## config.mk

```make
export PLATFORM = sky130hd
export DESIGN_NAME = gif_container_byte_parser
export DESIGN_NICKNAME = d
export VERILOG_FILES = /design/src/rtl/core/gcbp_pkg.sv /design/src/rtl/core/gif_container_byte_parser.sv
export SDC_FILE = /design/constraint.sdc
export NUM_CORES = 1
export LEC_CHECK = 0
export ABC_AREA = 1
export BUFFER_PORTS_ARGS = -buffer_cell sky130_fd_sc_hd__buf_4
export CAP_MARGIN = 10
export CORE_ASPECT_RATIO = 2
export CORE_MARGIN = 4
export CORE_UTILIZATION = 30
export DETAILED_ROUTE_END_ITERATION = 16
export GPL_TIMING_DRIVEN = 0
export MAX_ROUTING_LAYER = met4
export PLACE_DENSITY = 0.53
export SETUP_SLACK_MARGIN = 0.5
export SLEW_MARGIN = 15
export SYNTH_ARGS = -nofsm -noshare
export SYNTH_HDL_FRONTEND = slang
export SYNTH_SLANG_ARGS = --single-unit
```

## constraint.sdc

```tcl
create_clock -name clk -period 17.6 [get_ports clk]
set_input_delay 1.76 -clock clk [delete_from_list [all_inputs] [get_ports clk]]
set_output_delay 1.76 -clock clk [all_outputs]
set_load 0.01 [all_outputs]
```

## src/rtl/core/gcbp_pkg.sv

```systemverilog
// ---------------------------------------------------------------------------
// GIF container parser package
// Field codes, error kinds, block bytes and the result record.
// ---------------------------------------------------------------------------
package gcbp_pkg;

    localparam int CodeW  = 6;
    localparam int ValueW = 24;
    localparam int FrameW = 16;
    localparam int KindW  = 4;
    localparam int MaxRes = 6;
    localparam int CntW   = 3;

    localparam logic [15:0] MinWidthReset  = 16'd128;
    localparam logic [15:0] MinHeightReset = 16'd64;

    localparam logic [1:0] RegMinWidth  = 2'd0;
    localparam logic [1:0] RegMinHeight = 2'd1;

    localparam logic [7:0] ImageSep   = 8'h2c;
    localparam logic [7:0] ExtIntro   = 8'h21;
    localparam logic [7:0] GceLabel   = 8'hf9;
    localparam logic [7:0] CommentLbl = 8'hfe;
    localparam logic [7:0] AppLabel   = 8'hff;
    localparam logic [7:0] TrailerB   = 8'h3b;
    localparam logic [7:0] PlainLabel = 8'h01;
    localparam logic [7:0] NullByte   = 8'h00;
    localparam logic [7:0] AppSubSize = 8'h03;

    localparam logic [CodeW-1:0] FcVersion    = 6'd0;
    localparam logic [CodeW-1:0] FcWidth      = 6'd1;
    localparam logic [CodeW-1:0] FcHeight     = 6'd2;
    localparam logic [CodeW-1:0] FcGctFlag    = 6'd3;
    localparam logic [CodeW-1:0] FcColorRes   = 6'd4;
    localparam logic [CodeW-1:0] FcSortFlag   = 6'd5;
    localparam logic [CodeW-1:0] FcGctEntries = 6'd6;
    localparam logic [CodeW-1:0] FcBgIndex    = 6'd7;
    localparam logic [CodeW-1:0] FcAspect     = 6'd8;
    localparam logic [CodeW-1:0] FcGctColor   = 6'd9;
    localparam logic [CodeW-1:0] FcGceSize    = 6'd10;
    localparam logic [CodeW-1:0] FcGceRsvd    = 6'd11;
    localparam logic [CodeW-1:0] FcDisposal   = 6'd12;
    localparam logic [CodeW-1:0] FcUserInput  = 6'd13;
    localparam logic [CodeW-1:0] FcTranspFlag = 6'd14;
    localparam logic [CodeW-1:0] FcDelay      = 6'd15;
    localparam logic [CodeW-1:0] FcTranspIdx  = 6'd16;
    localparam logic [CodeW-1:0] FcAppByte    = 6'd17;
    localparam logic [CodeW-1:0] FcAppWord    = 6'd18;
    localparam logic [CodeW-1:0] FcImgLeft    = 6'd19;
    localparam logic [CodeW-1:0] FcLctFlag    = 6'd23;
    localparam logic [CodeW-1:0] FcInterlace  = 6'd24;
    localparam logic [CodeW-1:0] FcImgSort    = 6'd25;
    localparam logic [CodeW-1:0] FcImgRsvd    = 6'd26;
    localparam logic [CodeW-1:0] FcLctEntries = 6'd27;
    localparam logic [CodeW-1:0] FcLctColor   = 6'd28;
    localparam logic [CodeW-1:0] FcLzwSize    = 6'd29;
    localparam logic [CodeW-1:0] FcTrailer    = 6'd30;
    localparam logic [CodeW-1:0] FcError      = 6'd31;
    localparam logic [CodeW-1:0] FcCleanEnd   = 6'd32;

    localparam logic [KindW-1:0] ErrNone      = 4'd0;
    localparam logic [KindW-1:0] ErrSignature = 4'd1;
    localparam logic [KindW-1:0] ErrWidth     = 4'd2;
    localparam logic [KindW-1:0] ErrHeight    = 4'd3;
    localparam logic [KindW-1:0] ErrBlockType = 4'd4;
    localparam logic [KindW-1:0] ErrExtLabel  = 4'd5;
    localparam logic [KindW-1:0] ErrComment   = 4'd6;
    localparam logic [KindW-1:0] ErrPlainText = 4'd7;
    localparam logic [KindW-1:0] ErrAppSize   = 4'd8;
    localparam logic [KindW-1:0] ErrGceTerm   = 4'd9;
    localparam logic [KindW-1:0] ErrAppTerm   = 4'd10;
    localparam logic [KindW-1:0] ErrNoTrailer = 4'd11;
    localparam logic [KindW-1:0] ErrTruncated = 4'd12;

    typedef struct packed {
        logic [CodeW-1:0]  code;
        logic [ValueW-1:0] value;
        logic [KindW-1:0]  kind;
    } result_t;

    // Expected signature byte at a header position.
    function automatic logic [7:0] sig_byte(input logic [1:0] pos);
        logic [7:0] r;
        case (pos)
            2'd0:    r = 8'h47;
            2'd1:    r = 8'h49;
            default: r = 8'h46;
        endcase
        return r;
    endfunction

    // Places a byte in one of the three little-endian byte lanes.
    function automatic logic [ValueW-1:0] lane(input logic [7:0] b, input logic [1:0] sel);
        logic [ValueW-1:0] r;
        case (sel)
            2'd0:    r = {16'd0, b};
            2'd1:    r = {8'd0, b, 8'd0};
            default: r = {b, 16'd0};
        endcase
        return r;
    endfunction

endpackage

```

## src/rtl/core/gif_container_byte_parser.sv

```systemverilog
// Results: the results of an item are registered and appear in the cycle after
// it is accepted. Throughput: one item per cycle while each item gives at most
// one result and the result side is ready; an item that gives more results
// (up to 6) holds the input until the per-item result bundle register drains.
// Reset: asynchronous, active low; parser returns to the signature check
// and the screen size limits return to 128 by 64.
// ---------------------------------------------------------------------------
// GIF container byte parser
// Walks the GIF block structure one byte per item and reports decoded
// fields, the trailer, a clean end or an error.
// ---------------------------------------------------------------------------
module gif_container_byte_parser (
    input  logic        clk,
    input  logic        rst_n,
    input  logic        s_tvalid,
    output logic        s_tready,
    input  logic [7:0]  s_tdata,   // [7:0] data_byte
    input  logic        s_tlast,   // final_byte
    output logic        m_tvalid,
    input  logic        m_tready,
    output logic [55:0] m_tdata,   // [5:0] field_code, [29:6] field_value,
                                   // [45:30] frame_number, [49:46] error_kind, zeros
    output logic        m_tlast,   // last_in_run
    input  logic        cfg_valid,
    output logic        cfg_ready,
    input  logic [1:0]  cfg_index,
    input  logic [15:0] cfg_data
);

    typedef enum logic [3:0] {
        PH_HDR, PH_GCT, PH_BLOCK, PH_LABEL, PH_GCE, PH_APP, PH_IMG,
        PH_LCT, PH_LZW, PH_SUBLEN, PH_SUBDATA, PH_ERROR, PH_DONE
    } phase_t;

    phase_t      phase_reg, phase_next;
    logic [9:0]  sec_reg, sec_next;
    logic [1:0]  tri_reg, tri_next;
    logic [23:0] va_reg, va_next;
    logic        mism_reg, mism_next;
    logic        gtp_reg, gtp_next;
    logic [8:0]  gte_reg, gte_next;
    logic        ltp_reg, ltp_next;
    logic [8:0]  lte_reg, lte_next;
    logic [7:0]  sub_reg, sub_next;
    logic        trl_reg, trl_next;
    logic [15:0] frm_reg, frm_next;
    logic        fhc_reg, fhc_next;
    logic        fhi_reg, fhi_next;
    logic [15:0] minw_reg, minh_reg;

    gcbp_pkg::result_t res_next [gcbp_pkg::MaxRes];
    gcbp_pkg::result_t bun_reg  [gcbp_pkg::MaxRes];
    logic [gcbp_pkg::CntW-1:0] n_next, cnt_reg, idx_reg;
    logic [15:0] bfrm_reg;

    logic        in_acc, out_acc;
    logic [7:0]  b;
    logic [9:0]  p;
    logic [9:0]  total;
    logic [8:0]  ents;
    logic        err;

    assign in_acc    = s_tvalid && s_tready;
    assign out_acc   = m_tvalid && m_tready;
    assign cfg_ready = 1'b1;
    assign b         = s_tdata;
    assign p         = sec_reg;
    assign ents      = (phase_reg == PH_GCT) ? gte_reg : lte_reg;
    assign total     = {1'b0, ents} + {ents, 1'b0};

    always_comb
    begin
        phase_next = phase_reg;
        sec_next   = p + 10'd1;
        va_next    = va_reg;
        mism_next  = mism_reg;
        gtp_next   = gtp_reg;
        gte_next   = gte_reg;
        ltp_next   = ltp_reg;
        lte_next   = lte_reg;
        sub_next   = sub_reg;
        trl_next   = trl_reg;
        frm_next   = frm_reg;
        fhc_next   = fhc_reg;
        fhi_next   = fhi_reg;
        n_next     = '0;
        err        = 1'b0;
        for (int i = 0; i < gcbp_pkg::MaxRes; i++)
        begin
            res_next[i] = '0;
        end

        case (phase_reg)
            PH_HDR:
            begin
                if (p < 10'd3)
                begin
                    if (b != gcbp_pkg::sig_byte(p[1:0]))
                        mism_next = 1'b1;
                    if (p == 10'd2 && mism_next)
                    begin
                        res_next[n_next] = '{gcbp_pkg::FcError, 24'd0, gcbp_pkg::ErrSignature};
                        n_next = n_next + 3'd1;
                        err = 1'b1;
                    end
                end
                else if (p < 10'd6)
                begin
                    va_next = va_reg | gcbp_pkg::lane(b, 2'(p - 10'd3));
                    if (p == 10'd5)
                    begin
                        res_next[n_next] = '{gcbp_pkg::FcVersion, va_next, gcbp_pkg::ErrNone};
                        n_next = n_next + 3'd1;
                        va_next = '0;
                    end
                end
                else if (p < 10'd8)
                begin
                    va_next = va_reg | gcbp_pkg::lane(b, 2'(p - 10'd6));
                    if (p == 10'd7)
                    begin
                        res_next[n_next] = '{gcbp_pkg::FcWidth, va_next, gcbp_pkg::ErrNone};
                        n_next = n_next + 3'd1;
                        if (va_next[15:0] < minw_reg)
                        begin
                            res_next[n_next] = '{gcbp_pkg::FcError, 24'd0, gcbp_pkg::ErrWidth};
                            n_next = n_next + 3'd1;
                            err = 1'b1;
                        end
                        va_next = '0;
                    end
                end
                else if (p < 10'd10)
                begin
                    va_next = va_reg | gcbp_pkg::lane(b, 2'(p - 10'd8));
                    if (p == 10'd9)
                    begin
                        res_next[n_next] = '{gcbp_pkg::FcHeight, va_next, gcbp_pkg::ErrNone};
                        n_next = n_next + 3'd1;
                        if (va_next[15:0] < minh_reg)
                        begin
                            res_next[n_next] = '{gcbp_pkg::FcError, 24'd0, gcbp_pkg::ErrHeight};
                            n_next = n_next + 3'd1;
                            err = 1'b1;
                        end
                        va_next = '0;
                    end
                end
                else if (p == 10'd10)
                begin
                    gtp_next = b[7];
                    gte_next = 9'd2 << b[2:0];
                    res_next[0] = '{gcbp_pkg::FcGctFlag, {23'd0, b[7]}, gcbp_pkg::ErrNone};
                    res_next[1] = '{gcbp_pkg::FcColorRes, {20'd0, {1'b0, b[6:4]} + 4'd1},
                                    gcbp_pkg::ErrNone};
                    res_next[2] = '{gcbp_pkg::FcSortFlag, {23'd0, b[3]}, gcbp_pkg::ErrNone};
                    res_next[3] = '{gcbp_pkg::FcGctEntries, {15'd0, gte_next}, gcbp_pkg::ErrNone};
                    n_next = 3'd4;
                end
                else if (p == 10'd11)
                begin
                    res_next[0] = '{gcbp_pkg::FcBgIndex, {16'd0, b}, gcbp_pkg::ErrNone};
                    n_next = 3'd1;
                end
                else
                begin
                    res_next[0] = '{gcbp_pkg::FcAspect, {16'd0, b}, gcbp_pkg::ErrNone};
                    n_next = 3'd1;
                    phase_next = gtp_reg ? PH_GCT : PH_BLOCK;
                    sec_next = '0;
                    va_next = '0;
                end
            end
            PH_GCT, PH_LCT:
            begin
                va_next = {va_reg[15:0], b};
                if (tri_reg == 2'd2)
                begin
                    res_next[0] = '{(phase_reg == PH_GCT) ? gcbp_pkg::FcGctColor
                                                          : gcbp_pkg::FcLctColor,
                                    va_next, gcbp_pkg::ErrNone};
                    n_next = 3'd1;
                    va_next = '0;
                end
                if (p + 10'd1 >= total)
                begin
                    phase_next = (phase_reg == PH_GCT) ? PH_BLOCK : PH_LZW;
                    sec_next = '0;
                    va_next = '0;
                end
            end
            PH_BLOCK:
            begin
                if (b == gcbp_pkg::ImageSep)
                begin
                    if (fhi_reg)
                    begin
                        if (frm_reg != 16'hffff)
                            frm_next = frm_reg + 16'd1;
                        fhc_next = 1'b0;
                    end
                    fhi_next = 1'b1;
                    phase_next = PH_IMG;
                    sec_next = '0;
                    va_next = '0;
                end
                else if (b == gcbp_pkg::ExtIntro)
                begin
                    phase_next = PH_LABEL;
                    sec_next = '0;
                    va_next = '0;
                end
                else if (b == gcbp_pkg::TrailerB)
                begin
                    trl_next = 1'b1;
                    res_next[0] = '{gcbp_pkg::FcTrailer, 24'd0, gcbp_pkg::ErrNone};
                    n_next = 3'd1;
                    sec_next = '0;
                end
                else if (b == gcbp_pkg::NullByte)
                begin
                    sec_next = '0;
                end
                else
                begin
                    res_next[0] = '{gcbp_pkg::FcError, 24'd0, gcbp_pkg::ErrBlockType};
                    n_next = 3'd1;
                    err = 1'b1;
                end
            end
            PH_LABEL:
            begin
                if (b == gcbp_pkg::GceLabel)
                begin
                    if (fhc_reg)
                    begin
                        if (frm_reg != 16'hffff)
                            frm_next = frm_reg + 16'd1;
                        fhi_next = 1'b0;
                    end
                    fhc_next = 1'b1;
                    phase_next = PH_GCE;
                    sec_next = '0;
                    va_next = '0;
                end
                else if (b == gcbp_pkg::AppLabel)
                begin
                    phase_next = PH_APP;
                    sec_next = '0;
                    va_next = '0;
                end
                else
                begin
                    res_next[0] = '{gcbp_pkg::FcError, 24'd0,
                                    (b == gcbp_pkg::CommentLbl) ? gcbp_pkg::ErrComment :
                                    (b == gcbp_pkg::PlainLabel) ? gcbp_pkg::ErrPlainText :
                                                                  gcbp_pkg::ErrExtLabel};
                    n_next = 3'd1;
                    err = 1'b1;
                end
            end
            PH_GCE:
            begin
                if (p == 10'd0)
                begin
                    res_next[0] = '{gcbp_pkg::FcGceSize, {16'd0, b}, gcbp_pkg::ErrNone};
                    n_next = 3'd1;
                end
                else if (p == 10'd1)
                begin
                    res_next[0] = '{gcbp_pkg::FcGceRsvd, {21'd0, b[7:5]}, gcbp_pkg::ErrNone};
                    res_next[1] = '{gcbp_pkg::FcDisposal, {21'd0, b[4:2]}, gcbp_pkg::ErrNone};
                    res_next[2] = '{gcbp_pkg::FcUserInput, {23'd0, b[1]}, gcbp_pkg::ErrNone};
                    res_next[3] = '{gcbp_pkg::FcTranspFlag, {23'd0, b[0]}, gcbp_pkg::ErrNone};
                    n_next = 3'd4;
                end
                else if (p < 10'd4)
                begin
                    va_next = va_reg | gcbp_pkg::lane(b, 2'(p - 10'd2));
                    if (p == 10'd3)
                    begin
                        res_next[0] = '{gcbp_pkg::FcDelay, va_next, gcbp_pkg::ErrNone};
                        n_next = 3'd1;
                        va_next = '0;
                    end
                end
                else if (p == 10'd4)
                begin
                    res_next[0] = '{gcbp_pkg::FcTranspIdx, {16'd0, b}, gcbp_pkg::ErrNone};
                    n_next = 3'd1;
                end
                else if (b != gcbp_pkg::NullByte)
                begin
                    res_next[0] = '{gcbp_pkg::FcError, 24'd0, gcbp_pkg::ErrGceTerm};
                    n_next = 3'd1;
                    err = 1'b1;
                end
                else
                begin
                    phase_next = PH_BLOCK;
                    sec_next = '0;
                    va_next = '0;
                end
            end
            PH_APP:
            begin
                if (p < 10'd12)
                begin
                    // Block size, identifier and authentication bytes are skipped.
                end
                else if (p == 10'd12)
                begin
                    if (b != gcbp_pkg::AppSubSize)
                    begin
                        res_next[0] = '{gcbp_pkg::FcError, 24'd0, gcbp_pkg::ErrAppSize};
                        n_next = 3'd1;
                        err = 1'b1;
                    end
                end
                else if (p == 10'd13)
                begin
                    res_next[0] = '{gcbp_pkg::FcAppByte, {16'd0, b}, gcbp_pkg::ErrNone};
                    n_next = 3'd1;
                end
                else if (p < 10'd16)
                begin
                    va_next = va_reg | gcbp_pkg::lane(b, 2'(p - 10'd14));
                    if (p == 10'd15)
                    begin
                        res_next[0] = '{gcbp_pkg::FcAppWord, va_next, gcbp_pkg::ErrNone};
                        n_next = 3'd1;
                        va_next = '0;
                    end
                end
                else if (b != gcbp_pkg::NullByte)
                begin
                    res_next[0] = '{gcbp_pkg::FcError, 24'd0, gcbp_pkg::ErrAppTerm};
                    n_next = 3'd1;
                    err = 1'b1;
                end
                else
                begin
                    phase_next = PH_BLOCK;
                    sec_next = '0;
                    va_next = '0;
                end
            end
            PH_IMG:
            begin
                if (p < 10'd8)
                begin
                    va_next = va_reg | gcbp_pkg::lane(b, {1'b0, p[0]});
                    if (p[0])
                    begin
                        res_next[0] = '{gcbp_pkg::FcImgLeft + {4'd0, p[2:1]}, va_next,
                                        gcbp_pkg::ErrNone};
                        n_next = 3'd1;
                        va_next = '0;
                    end
                end
                else
                begin
                    ltp_next = b[7];
                    lte_next = 9'd2 << b[2:0];
                    res_next[0] = '{gcbp_pkg::FcLctFlag, {23'd0, b[7]}, gcbp_pkg::ErrNone};
                    res_next[1] = '{gcbp_pkg::FcInterlace, {23'd0, b[6]}, gcbp_pkg::ErrNone};
                    res_next[2] = '{gcbp_pkg::FcImgSort, {23'd0, b[5]}, gcbp_pkg::ErrNone};
                    res_next[3] = '{gcbp_pkg::FcImgRsvd, {22'd0, b[4:3]}, gcbp_pkg::ErrNone};
                    res_next[4] = '{gcbp_pkg::FcLctEntries, {15'd0, lte_next}, gcbp_pkg::ErrNone};
                    n_next = 3'd5;
                    phase_next = b[7] ? PH_LCT : PH_LZW;
                    sec_next = '0;
                    va_next = '0;
                end
            end
            PH_LZW:
            begin
                res_next[0] = '{gcbp_pkg::FcLzwSize, {16'd0, b}, gcbp_pkg::ErrNone};
                n_next = 3'd1;
                phase_next = PH_SUBLEN;
                sec_next = '0;
                va_next = '0;
            end
            PH_SUBLEN:
            begin
                phase_next = (b == gcbp_pkg::NullByte) ? PH_BLOCK : PH_SUBDATA;
                if (b != gcbp_pkg::NullByte)
                    sub_next = b;
                sec_next = '0;
                va_next = '0;
            end
            PH_SUBDATA:
            begin
                sub_next = sub_reg - 8'd1;
                if (sub_next == 8'd0)
                begin
                    phase_next = PH_SUBLEN;
                    sec_next = '0;
                    va_next = '0;
                end
            end
            default:
            begin
                sec_next = sec_reg;
            end
        endcase

        if (err)
            phase_next = PH_ERROR;

        // End of file: clean only at a block boundary after a trailer.
        if (s_tlast && !err && phase_reg != PH_ERROR && phase_reg != PH_DONE)
        begin
            if (phase_next == PH_BLOCK && trl_next)
            begin
                res_next[n_next] = '{gcbp_pkg::FcCleanEnd, 24'd0, gcbp_pkg::ErrNone};
                phase_next = PH_DONE;
            end
            else
            begin
                res_next[n_next] = '{gcbp_pkg::FcError, 24'd0,
                                     (phase_next == PH_BLOCK) ? gcbp_pkg::ErrNoTrailer
                                                              : gcbp_pkg::ErrTruncated};
                phase_next = PH_ERROR;
            end
            n_next = n_next + 3'd1;
        end

        if (phase_reg == PH_ERROR || phase_reg == PH_DONE)
            n_next = '0;

        tri_next = (sec_next == 10'd0) ? 2'd0 : ((tri_reg == 2'd2) ? 2'd0 : tri_reg + 2'd1);
    end

    // A new item is taken once the current bundle is drained or drains now.
    assign s_tready = (idx_reg >= cnt_reg) || ((idx_reg + 3'd1 == cnt_reg) && m_tready);
    assign m_tvalid = idx_reg < cnt_reg;
    assign m_tlast  = (idx_reg + 3'd1 == cnt_reg);
    assign m_tdata  = {6'd0, bun_reg[idx_reg].kind, bfrm_reg,
                       bun_reg[idx_reg].value, bun_reg[idx_reg].code};

    always_ff @(posedge clk or negedge rst_n)
    begin
        if (!rst_n)
        begin
            phase_reg <= PH_HDR;
            sec_reg   <= '0;
            tri_reg   <= '0;
            va_reg    <= '0;
            mism_reg  <= 1'b0;
            gtp_reg   <= 1'b0;
            gte_reg   <= '0;
            ltp_reg   <= 1'b0;
            lte_reg   <= '0;
            sub_reg   <= '0;
            trl_reg   <= 1'b0;
            frm_reg   <= '0;
            fhc_reg   <= 1'b0;
            fhi_reg   <= 1'b0;
            minw_reg  <= gcbp_pkg::MinWidthReset;
            minh_reg  <= gcbp_pkg::MinHeightReset;
            cnt_reg   <= '0;
            idx_reg   <= '0;
        end
        else
        begin
            if (cfg_valid && cfg_ready)
            begin
                if (cfg_index == gcbp_pkg::RegMinWidth)
                    minw_reg <= cfg_data;
                else if (cfg_index == gcbp_pkg::RegMinHeight)
                    minh_reg <= cfg_data;
            end
            if (in_acc)
            begin
                phase_reg <= phase_next;
                sec_reg   <= sec_next;
                tri_reg   <= tri_next;
                va_reg    <= va_next;
                mism_reg  <= mism_next;
                gtp_reg   <= gtp_next;
                gte_reg   <= gte_next;
                ltp_reg   <= ltp_next;
                lte_reg   <= lte_next;
                sub_reg   <= sub_next;
                trl_reg   <= trl_next;
                frm_reg   <= frm_next;
                fhc_reg   <= fhc_next;
                fhi_reg   <= fhi_next;
                cnt_reg   <= n_next;
                idx_reg   <= '0;
            end
            else if (out_acc)
            begin
                idx_reg <= idx_reg + 3'd1;
            end
        end
    end

    always_ff @(posedge clk)
    begin
        if (in_acc)
        begin
            bun_reg  <= res_next;
            bfrm_reg <= frm_next;
        end
    end

    a_bundle_bound: assert property (@(posedge clk) disable iff (!rst_n)
        cnt_reg <= 3'd6)
        else $error("result bundle larger than six");

    a_no_overrun: assert property (@(posedge clk) disable iff (!rst_n)
        (s_tready && m_tvalid) |-> (m_tlast && m_tready))
        else $error("input taken while results remain");

    a_kind_code: assert property (@(posedge clk) disable iff (!rst_n)
        m_tvalid |-> ((bun_reg[idx_reg].code == gcbp_pkg::FcError)
                      == (bun_reg[idx_reg].kind != gcbp_pkg::ErrNone)))
        else $error("error kind does not match field code");

    a_halted_silent: assert property (@(posedge clk) disable iff (!rst_n)
        (in_acc && (phase_reg == PH_ERROR || phase_reg == PH_DONE)) |=> !m_tvalid)
        else $error("result after parser halted");

endmodule

```

==> flow_summary_export.csv, run 1 <==
group,metric,value,unit
timing,fmax,159,MHz
floorplan,coreArea,57200,sq um
detailed_routing,wl,97.0,mm
placed_design,port_buffers,83,
cells_and_area,fin_cells,3356,
placed_design,hpwl,78.3,mm
synthesis,ys_ff_latch,229,
timing,rsz0062_at_grt,"no",
synthesis,ys_warn_count,0,
timing,fin_crit_sh,35.7,%
power,p_seq_share,20.4,%
cells_and_area,area_growth,14.6,%
timing,setup_viol,0,
detailed_routing,dr.pass1.iters,6,
clock_tree,path_clk_slew,0.07,ns
setup_path,slowest_delay,0.49,ns
global_routing,overflow,0,
placed_design,placed_cells,3310,
detailed_routing,vias_per_cell,5.62,
cells_and_area,nets,2682,
timing,tns,0,ns
global_routing,grt_pass1_wl,136,mm
worst_hold_path,hold_path.startpoint,"mism_reg",
clock_tree,cts.sinks,229,
clock_tree,cts_root_buf,"clkbuf_16",
detailed_routing,drc,0,
cells_and_area,drive_gt1_share,9.85,%
power,finalPower,4.68,mW
floorplan,rows,124,
setup_path,cp_data_required_time,17.88,ns
placed_design,pre_cts_slack,11.21,ns
power,ir_worst_vdd,0.000104,V
worst_hold_path,min_to,"mism_reg",
setup_path,crit_top_cell,"nand3_1",
setup_path,reg2reg_depth,31,
status,status,"completed",
power,p_leak,8.62,nW
power,power.density,235,nW/um^2
setup_path,crit_type,"reg2reg",
clock_tree,cts_hold_buf,0,
setup_path,end_kind,"register",
worst_hold_path,hold_path_depth,2,
floorplan,die_w,178,um
timing,hold_viol,0,
cells_and_area,fillCellCount,6224,
setup_path,critPathMaxFanout,10,
cells_and_area,layout_commonest_cell,"nand2_1",
cells_and_area,largest_reg_flops,90,
timing,maxSlewHeadroom,17.4,%
detailed_routing,num_vias,18800,
timing,finalMaxSlewViolations,0,
global_routing,antenna_found_initial,2,
setup_path,rr_startpoint,"phase_reg[0]",
clock_tree,cts_resized,0,
setup_path,start_kind,"register",
synthesis,async_reset_ff_share,53.7,%
setup_path,reg2reg_setup_slack,11.32,ns
floorplan,initial_core_util,30.4,%
floorplan,die_h,348,um
floorplan,die_area,62100,sq um
clock_tree,numCtsBuffers,25,
clock_tree,cts_setup_buffers,0,
detailed_routing,drtIter0Drc,1510,
setup_path,timing.rr.end,"bun_reg[201]",
power,p_int,1.95,mW
synthesis,syn_area,17400,sq um
setup_path,critPathTopFamily,"simple AND/OR/NAND/NOR gates",
global_routing,grt_pass1_vias,19200,
synthesis,synth.avg_cell_area,7.10,sq um
clock_tree,clk_latency,0.58,ns
synthesis,ys_types,64,
detailed_routing,route.detailed.wl_per_inst,28.9,um
setup_path,worst-path-buf-inv,5,
clock_tree,cts_buffer_depth,3,
synthesis,synth-edff-count,106,
power,power_switching,2.73,mW
global_routing,grt_usage,31.4,%
timing,period_needed,6.28,ns
detailed_routing,ant_nets,0,
timing,worstMarginPinSlew,1.23,ns
clock_tree,cts_tree,"yes",
power,clkPwrFrac,11.5,%
global_routing,grt_max_degree,69,
timing,skew,0.0197,ns
floorplan,io_pins,92,
placed_design,gp_congestion,1.05,
synthesis,synthCells,2450,
synthesis,ys_seq_area_share,36.0,%
clock_tree,cts_max_level,1,
setup_path,crit_slowest_cell,"clkbuf_1",
flow_run,maxCapViolations,0,
cells_and_area,final_cell_mix,"nand2_1 (522), inv_1 (257), o21ai_0 (245)",
synthesis,synthFlopType,"dfrtp_1",
power,power_frac_comb,68.1,%
timing,setup_slack,11.32,ns
worst_hold_path,hold_class,"reg2reg",
power,switching_share,58.3,%
setup_path,cp.arrival,6.56,ns
power groups by stage:
stage                     clock [mW]  combinational (mW)  sequential, mW
after CTS                      0.549                3.14           0.953
after floorplan                    0                1.81           0.933
after detailed placement           0                3.13           0.963
after global routing           0.564                3.39           0.972
final                          0.536                3.19           0.955
after global placement             0                3.10           0.985
metrics by stage:
stage / util, % / hold WS [ns] / cell area, sq um
4_1_cts: 34.8 / 0.470 / 19900
2_1_floorplan: - / 0.424 / 17400
3_3_place_gp: 33.2 / 0.460 / 19000
6_report: 34.8 / 0.460 / 19900
5_1_grt: 34.8 / 0.490 / 19900
3_5_place_dp: 33.4 / 0.456 / 19100
how the worst max path moves through the flow:
| stage | from | end | cells after the start |
|---|---|---|---|
| final | phase_reg[0] | bun_reg[201] | 31 |
| after detailed placement | s_tdata[3] | bun_reg[172] | 16 |
| after global routing | phase_reg[0] | bun_reg[201] | 32 |
| after global placement | idx_reg[0] | frm_reg[12] | 13 |
| after floorplan | idx_reg[0] | bfrm_reg[0] | 12 |
| after CTS | phase_reg[0] | bun_reg[201] | 31 |
worst register-to-register path, delay by kind of cell (launching register included):
| kind | cells | cell delay, ns |
|---|---|---|
| simple gates | 17 | 2.55 |
| buf+inv | 5 | 1.18 |
| xor+xnor | 1 | 0.15 |
| fa+ha+maj | 2 | 0.63 |
| flops | 1 | 0.48 |
| compound gates | 6 | 1.01 |
cells by family (layout without fill, tap and decap cells):
group	count (synthesis)	count (layout)	share of synthesized area [%]
and+or+nand+nor	1131	1131	28.9
AOI/OAI and AO/OA	592	592	20.0
buffers and inverters	415	547	9.43
DFF	229	229	36.0
adders and majority gates	69	69	5.01
xor gates and xnor gates	11	11	0.554
other	2	20	0.0432
muxes	1	1	0.0576
layout make-up:
class	instances	area (sq um)	share of cell area (%)
Antenna cell	1	2.50	0.0126
Buffer	128	566	2.84
Clock buffer	33	656	3.29
Clock inverter	12	120	0.603
Inverter	287	1080	5.41
Multi-Input combinational cell	1823	9570	48.0
Sequential cell	229	6260	31.4
Tap cell	756	946	4.75
Timing Repair Buffer	87	724	3.64
synthesized netlist by cell type (8+ instances only):
| cell | count | area (sq um) |
|---|---|---|
| buf_4 | 11 | 82.6 |
| a31oi_1 | 21 | 131 |
| nand2_1 | 522 | 1960 |
| nor2_1 | 234 | 878 |
| nand3_1 | 206 | 1030 |
| o21a_1 | 9 | 67.6 |
| o22ai_1 | 26 | 163 |
| nand2_2 | 14 | 87.6 |
| nor2_4 | 9 | 101 |
| buf_2 | 26 | 130 |
| o21ai_0 | 246 | 1230 |
| o221ai_1 | 20 | 175 |
| inv_2 | 22 | 82.6 |
| a21oi_1 | 147 | 736 |
| o2111ai_1 | 20 | 175 |
| inv_1 | 257 | 965 |
| dfrtp_1 | 121 | 3030 |
| edfxtp_1 | 106 | 3180 |
| o21ai_1 | 11 | 55.1 |
| clkbuf_1 | 84 | 315 |
| nor4_1 | 9 | 56.3 |
| clkinv_1 | 8 | 30.0 |
| o211ai_1 | 38 | 285 |
| nor3_1 | 47 | 235 |
| a211oi_1 | 8 | 60.1 |
| ha_1 | 68 | 851 |
| nor2_2 | 20 | 125 |
| nand4_1 | 44 | 275 |
layer usage:
metal	wire length (um)	vias up	GRT usage, %
met3	4410	386	4.18
met1	29500	9026	26.6
li1	-	8633	-
met5	0	-	-
met2	51900	803	58.0
met4	11200	0	27.8
No activity file was read; power rests on OpenSTA's default activity.
==> inputs of run 2 (changes only) <==
--- a/config.mk
+++ b/config.mk
@@ -5,7 +5,7 @@
 export SDC_FILE = /design/constraint.sdc
 export NUM_CORES = 1
 export LEC_CHECK = 0
-export ABC_AREA = 1
+export ABC_AREA = 0
 export BUFFER_PORTS_ARGS = -buffer_cell sky130_fd_sc_hd__buf_4
 export CAP_MARGIN = 10
 export CORE_ASPECT_RATIO = 2
==> constraint.sdc (replaced) <==
create_clock -name clk -period 6.1 [get_ports clk]
set_input_delay 0.61 -clock clk [delete_from_list [all_inputs] [get_ports clk]]
set_output_delay 0.61 -clock clk [all_outputs]
set_load 0.01 [all_outputs]
==> run 2 against run 1 <==
  * Hold slack worse by 0.21 ns
  * Critical endpoint is now phase_reg[1]
  * Flip-flop and latch count stayed put
  * Highest routed layer unchanged
  * Critical path depth fell by 7
  * Largest cell class unchanged
  * Clock skew grew 0.0055 ns
  * Maximum frequency grew 16%
  * Core utilization is 0.75 points higher
  * Via count fell by 16%
==> flow_summary_export.csv, run 2 <==
group,metric,value,unit
status,status,"completed",
setup_path,critPathMaxFanout,10,
setup_path,crit_type,"reg2reg",
cells_and_area,nets,2078,
detailed_routing,ant_nets,0,
global_routing,overflow,0,
synthesis,ys_top_cells_by_area,"edfxtp_1 (20%), dfrtp_1 (19%), ha_1 (5.3%)",
synthesis,synthCells,1819,
global_routing,grt_max_degree,93,
timing,whs,0.255,ns
power,power.density,387,nW/um^2
synthesis,ys_seq_area_share,38.8,%
timing,finalMaxSlewViolations,0,
cells_and_area,area_growth,17.6,%
global_routing,grt_usage,27.6,%
detailed_routing,wl,79.6,mm
synthesis,synth.largest_area_cell,"edfxtp_1",
detailed_routing,drtIter0Drc,1625,
setup_path,slowest_delay,0.49,ns
timing,period_needed,5.43,ns
clock_tree,cts_root_buf,"clkbuf_16",
setup_path,cp_data_required_time,6.55,ns
clock_tree,numCtsBuffers,24,
global_routing,antenna_found_initial,2,
clock_tree,path_clk_slew,0.07,ns
timing,rsz0062_at_grt,"no",
setup_path,end_kind,"register",
cells_and_area,largest_reg_flops,90,
synthesis,ys_ff_latch,229,
clock_tree,cts.sinks,229,
setup_path,reg2reg_setup_slack,0.67,ns
power,ir_worst_vdd,0.000268,V
clock_tree,clk_latency,0.58,ns
flow_run,maxCapViolations,0,
synthesis,ys_warn_count,0,
detailed_routing,dr.pass1.iters,9,
power,p_leak,7.86,nW
floorplan,die_area,57800,sq um
timing,fmax,184,MHz
timing,tns,0,ns
floorplan,die_h,336,um
setup_path,start_kind,"register",
floorplan,io_pins,92,
detailed_routing,vias_per_cell,5.97,
synthesis,ys_types,108,
timing,maxSlewHeadroom,16.8,%
placed_design,pre_cts_slack,-0.889,ns
detailed_routing,num_vias,15900,
placed_design,placed_cells,2596,
placed_design,gp_congestion,1.04,
timing,hold_viol,0,
cells_and_area,fin_cells,2667,
setup_path,crit_slowest_cell,"or4_4",
synthesis,synthFlopType,"dfrtp_1",
cells_and_area,layout_commonest_cell,"nand2_1",
timing,worstMarginPinSlew,1.25,ns
timing,setup_viol,0,
setup_path,reg2reg_depth,24,
synthesis,synth-edff-count,106,
placed_design,port_buffers,84,
worst_hold_path,hold_path_depth,3,
cells_and_area,stdcell_area,19000,sq um
detailed_routing,route.detailed.wl_per_inst,29.8,um
global_routing,grt_pass1_vias,16100,
cells_and_area,final_cell_mix,"nand2_1 (177), a21oi_1 (157), nor2_1 (152)",
global_routing,grt_pass1_wl,112,mm
worst_hold_path,hold_class,"in2reg",
synthesis,synth.avg_cell_area,8.88,sq um
placed_design,hpwl,62.2,mm
cells_and_area,postLayoutCoreUtil,35.5,%
power,finalPower,7.36,mW
synthesis,syn_area,16200,sq um
synthesis,yosysMostFrequentCell,"nand2_1",
clock_tree,cts_max_level,1,
cells_and_area,drive_gt1_share,14.5,%
clock_tree,cts_buffer_depth,3,
timing,setup_slack,0.674,ns
synthesis,synthTopCellsByCount,"nand2_1 (177), a21oi_1 (160), nor2_1 (155), o21ai_0 (142), dfrtp_1 (121)",
setup_path,worstPathCellList,"buf_6 -> nor4b_4 -> buf_6 -> mux2i_4 -> inv_2 -> ha_1 -> a21oi_2 -> buf_4 -> nor2_1 -> a21oi_1 -> o21ai_1 -> maj3_1 -> a21oi_2 -> xor2_1 -> ha_1 -> nand4_1 -> a21oi_1 -> o41a_1 -> nor2_4 -> nand4b_1 -> buf_4 -> or4_4 -> o21ai_1 -> a21oi_1",
synthesis,async_reset_ff_share,53.7,%
floorplan,coreArea,53500,sq um
synthesis,synth_top_area_share,19.7,%
detailed_routing,drc,0,
timing,fin_crit_sh,88.9,%
clock_tree,cts_tree,"yes",
setup_path,cp.arrival,5.88,ns
timing,skew,0.0252,ns
floorplan,die_w,172,um
floorplan,initial_core_util,30.2,%
placed_design,place_area,17800,sq um
setup_path,crit_top_cell,"a21oi_1",
cells_and_area,fillCellCount,5536,
floorplan,rows,120,
run 2: changes by cell type after synthesis, moves of 22 or more:
| cell | before | now |
|---|---|---|
| xnor2_1 | 4 | 32 |
| nand3_1 | 206 | 39 |
| inv_1 | 257 | 92 |
| and2_1 | 1 | 32 |
| o21ai_0 | 246 | 142 |
| a21o_1 | 1 | 27 |
| mux2_2 | 0 | 32 |
| o211ai_1 | 38 | 14 |
| nand2_1 | 522 | 177 |
| a22oi_1 | 0 | 22 |
| nor3_1 | 47 | 22 |
| nor2_1 | 234 | 155 |
run 2: metal layers:
| layer | track usage, % | vias up | share of wire (%) |
|---|---|---|---|
| li1 | - | 7060 | - |
| met1 | 25.4 | 7735 | 32 |
| met2 | 49.1 | 798 | 52 |
| met3 | 3.65 | 320 | 5.2 |
| met4 | 23.6 | 0 | 11 |
| met5 | - | - | 0 |
run 2: worst max-delay path: cells and delay by family (launching register included):
family / cells / cell delay [ns]
and+or+nand+nor: 6 / 1.31
AOI/OAI and AO/OA: 8 / 1.40
adders and majority gates: 3 / 1.01
buffers and inverters: 5 / 0.76
xor gates and xnor gates: 1 / 0.09
muxes: 1 / 0.32
DFF: 1 / 0.41
run 2: final timing paths:
check | startpoint | endpoint
setup / recovery | phase_reg[1] | phase_reg[1]
hold / removal | cfg_data[6] | minw_reg[6]
setup reg to reg | phase_reg[1] | phase_reg[1]
hold reg to reg | gte_reg[7] | gte_reg[7]
max in group asynchronous | rst_n | p[5]
min in group asynchronous | rst_n | idx_reg[2]
run 2: cell families after synthesis:
group,count (synthesis),share of synthesized area [%]
AO/OA/AOI/OAI,602,24.5
XOR/XNOR,49,2.74
adder cells (fa/ha/maj),70,5.45
buffers and inverters,230,5.76
flip-flops,229,38.8
multiplexers,60,4.82
other,2,0.0465
AND/OR/NAND/NOR,577,17.9
run 2: cell type report:
type	count	area, sq um	share of cell area, %
antenna	1	2.50	0.0132
sequential	229	6260	33.0
multi-input combinational	1377	9180	48.3
inverter	96	367	1.93
clock inverter	11	158	0.830
timing repair buffer	115	906	4.77
tap	671	840	4.42
clock buffer	33	654	3.44
buffer	134	627	3.30
run 2: where the power goes:
| group | switching [mW] | total, mW | internal (mW) |
|---|---|---|---|
| Sequential | 0.206 | 2.12 | 1.91 |
| Clock | 0.692 | 1.58 | 0.886 |
| Combinational | 2.42 | 3.66 | 1.24 |
run 2: timing repair:
item | in CTS | in global routing
gates resized for setup | 31 | 24
pin swaps | 5 | 14
hold buffers | 1 | 0
setup buffers | 15 | 9
setup endpoints to repair | 62 | 47
gates cloned | 0 | 1
hold endpoints to repair | 20 | 0
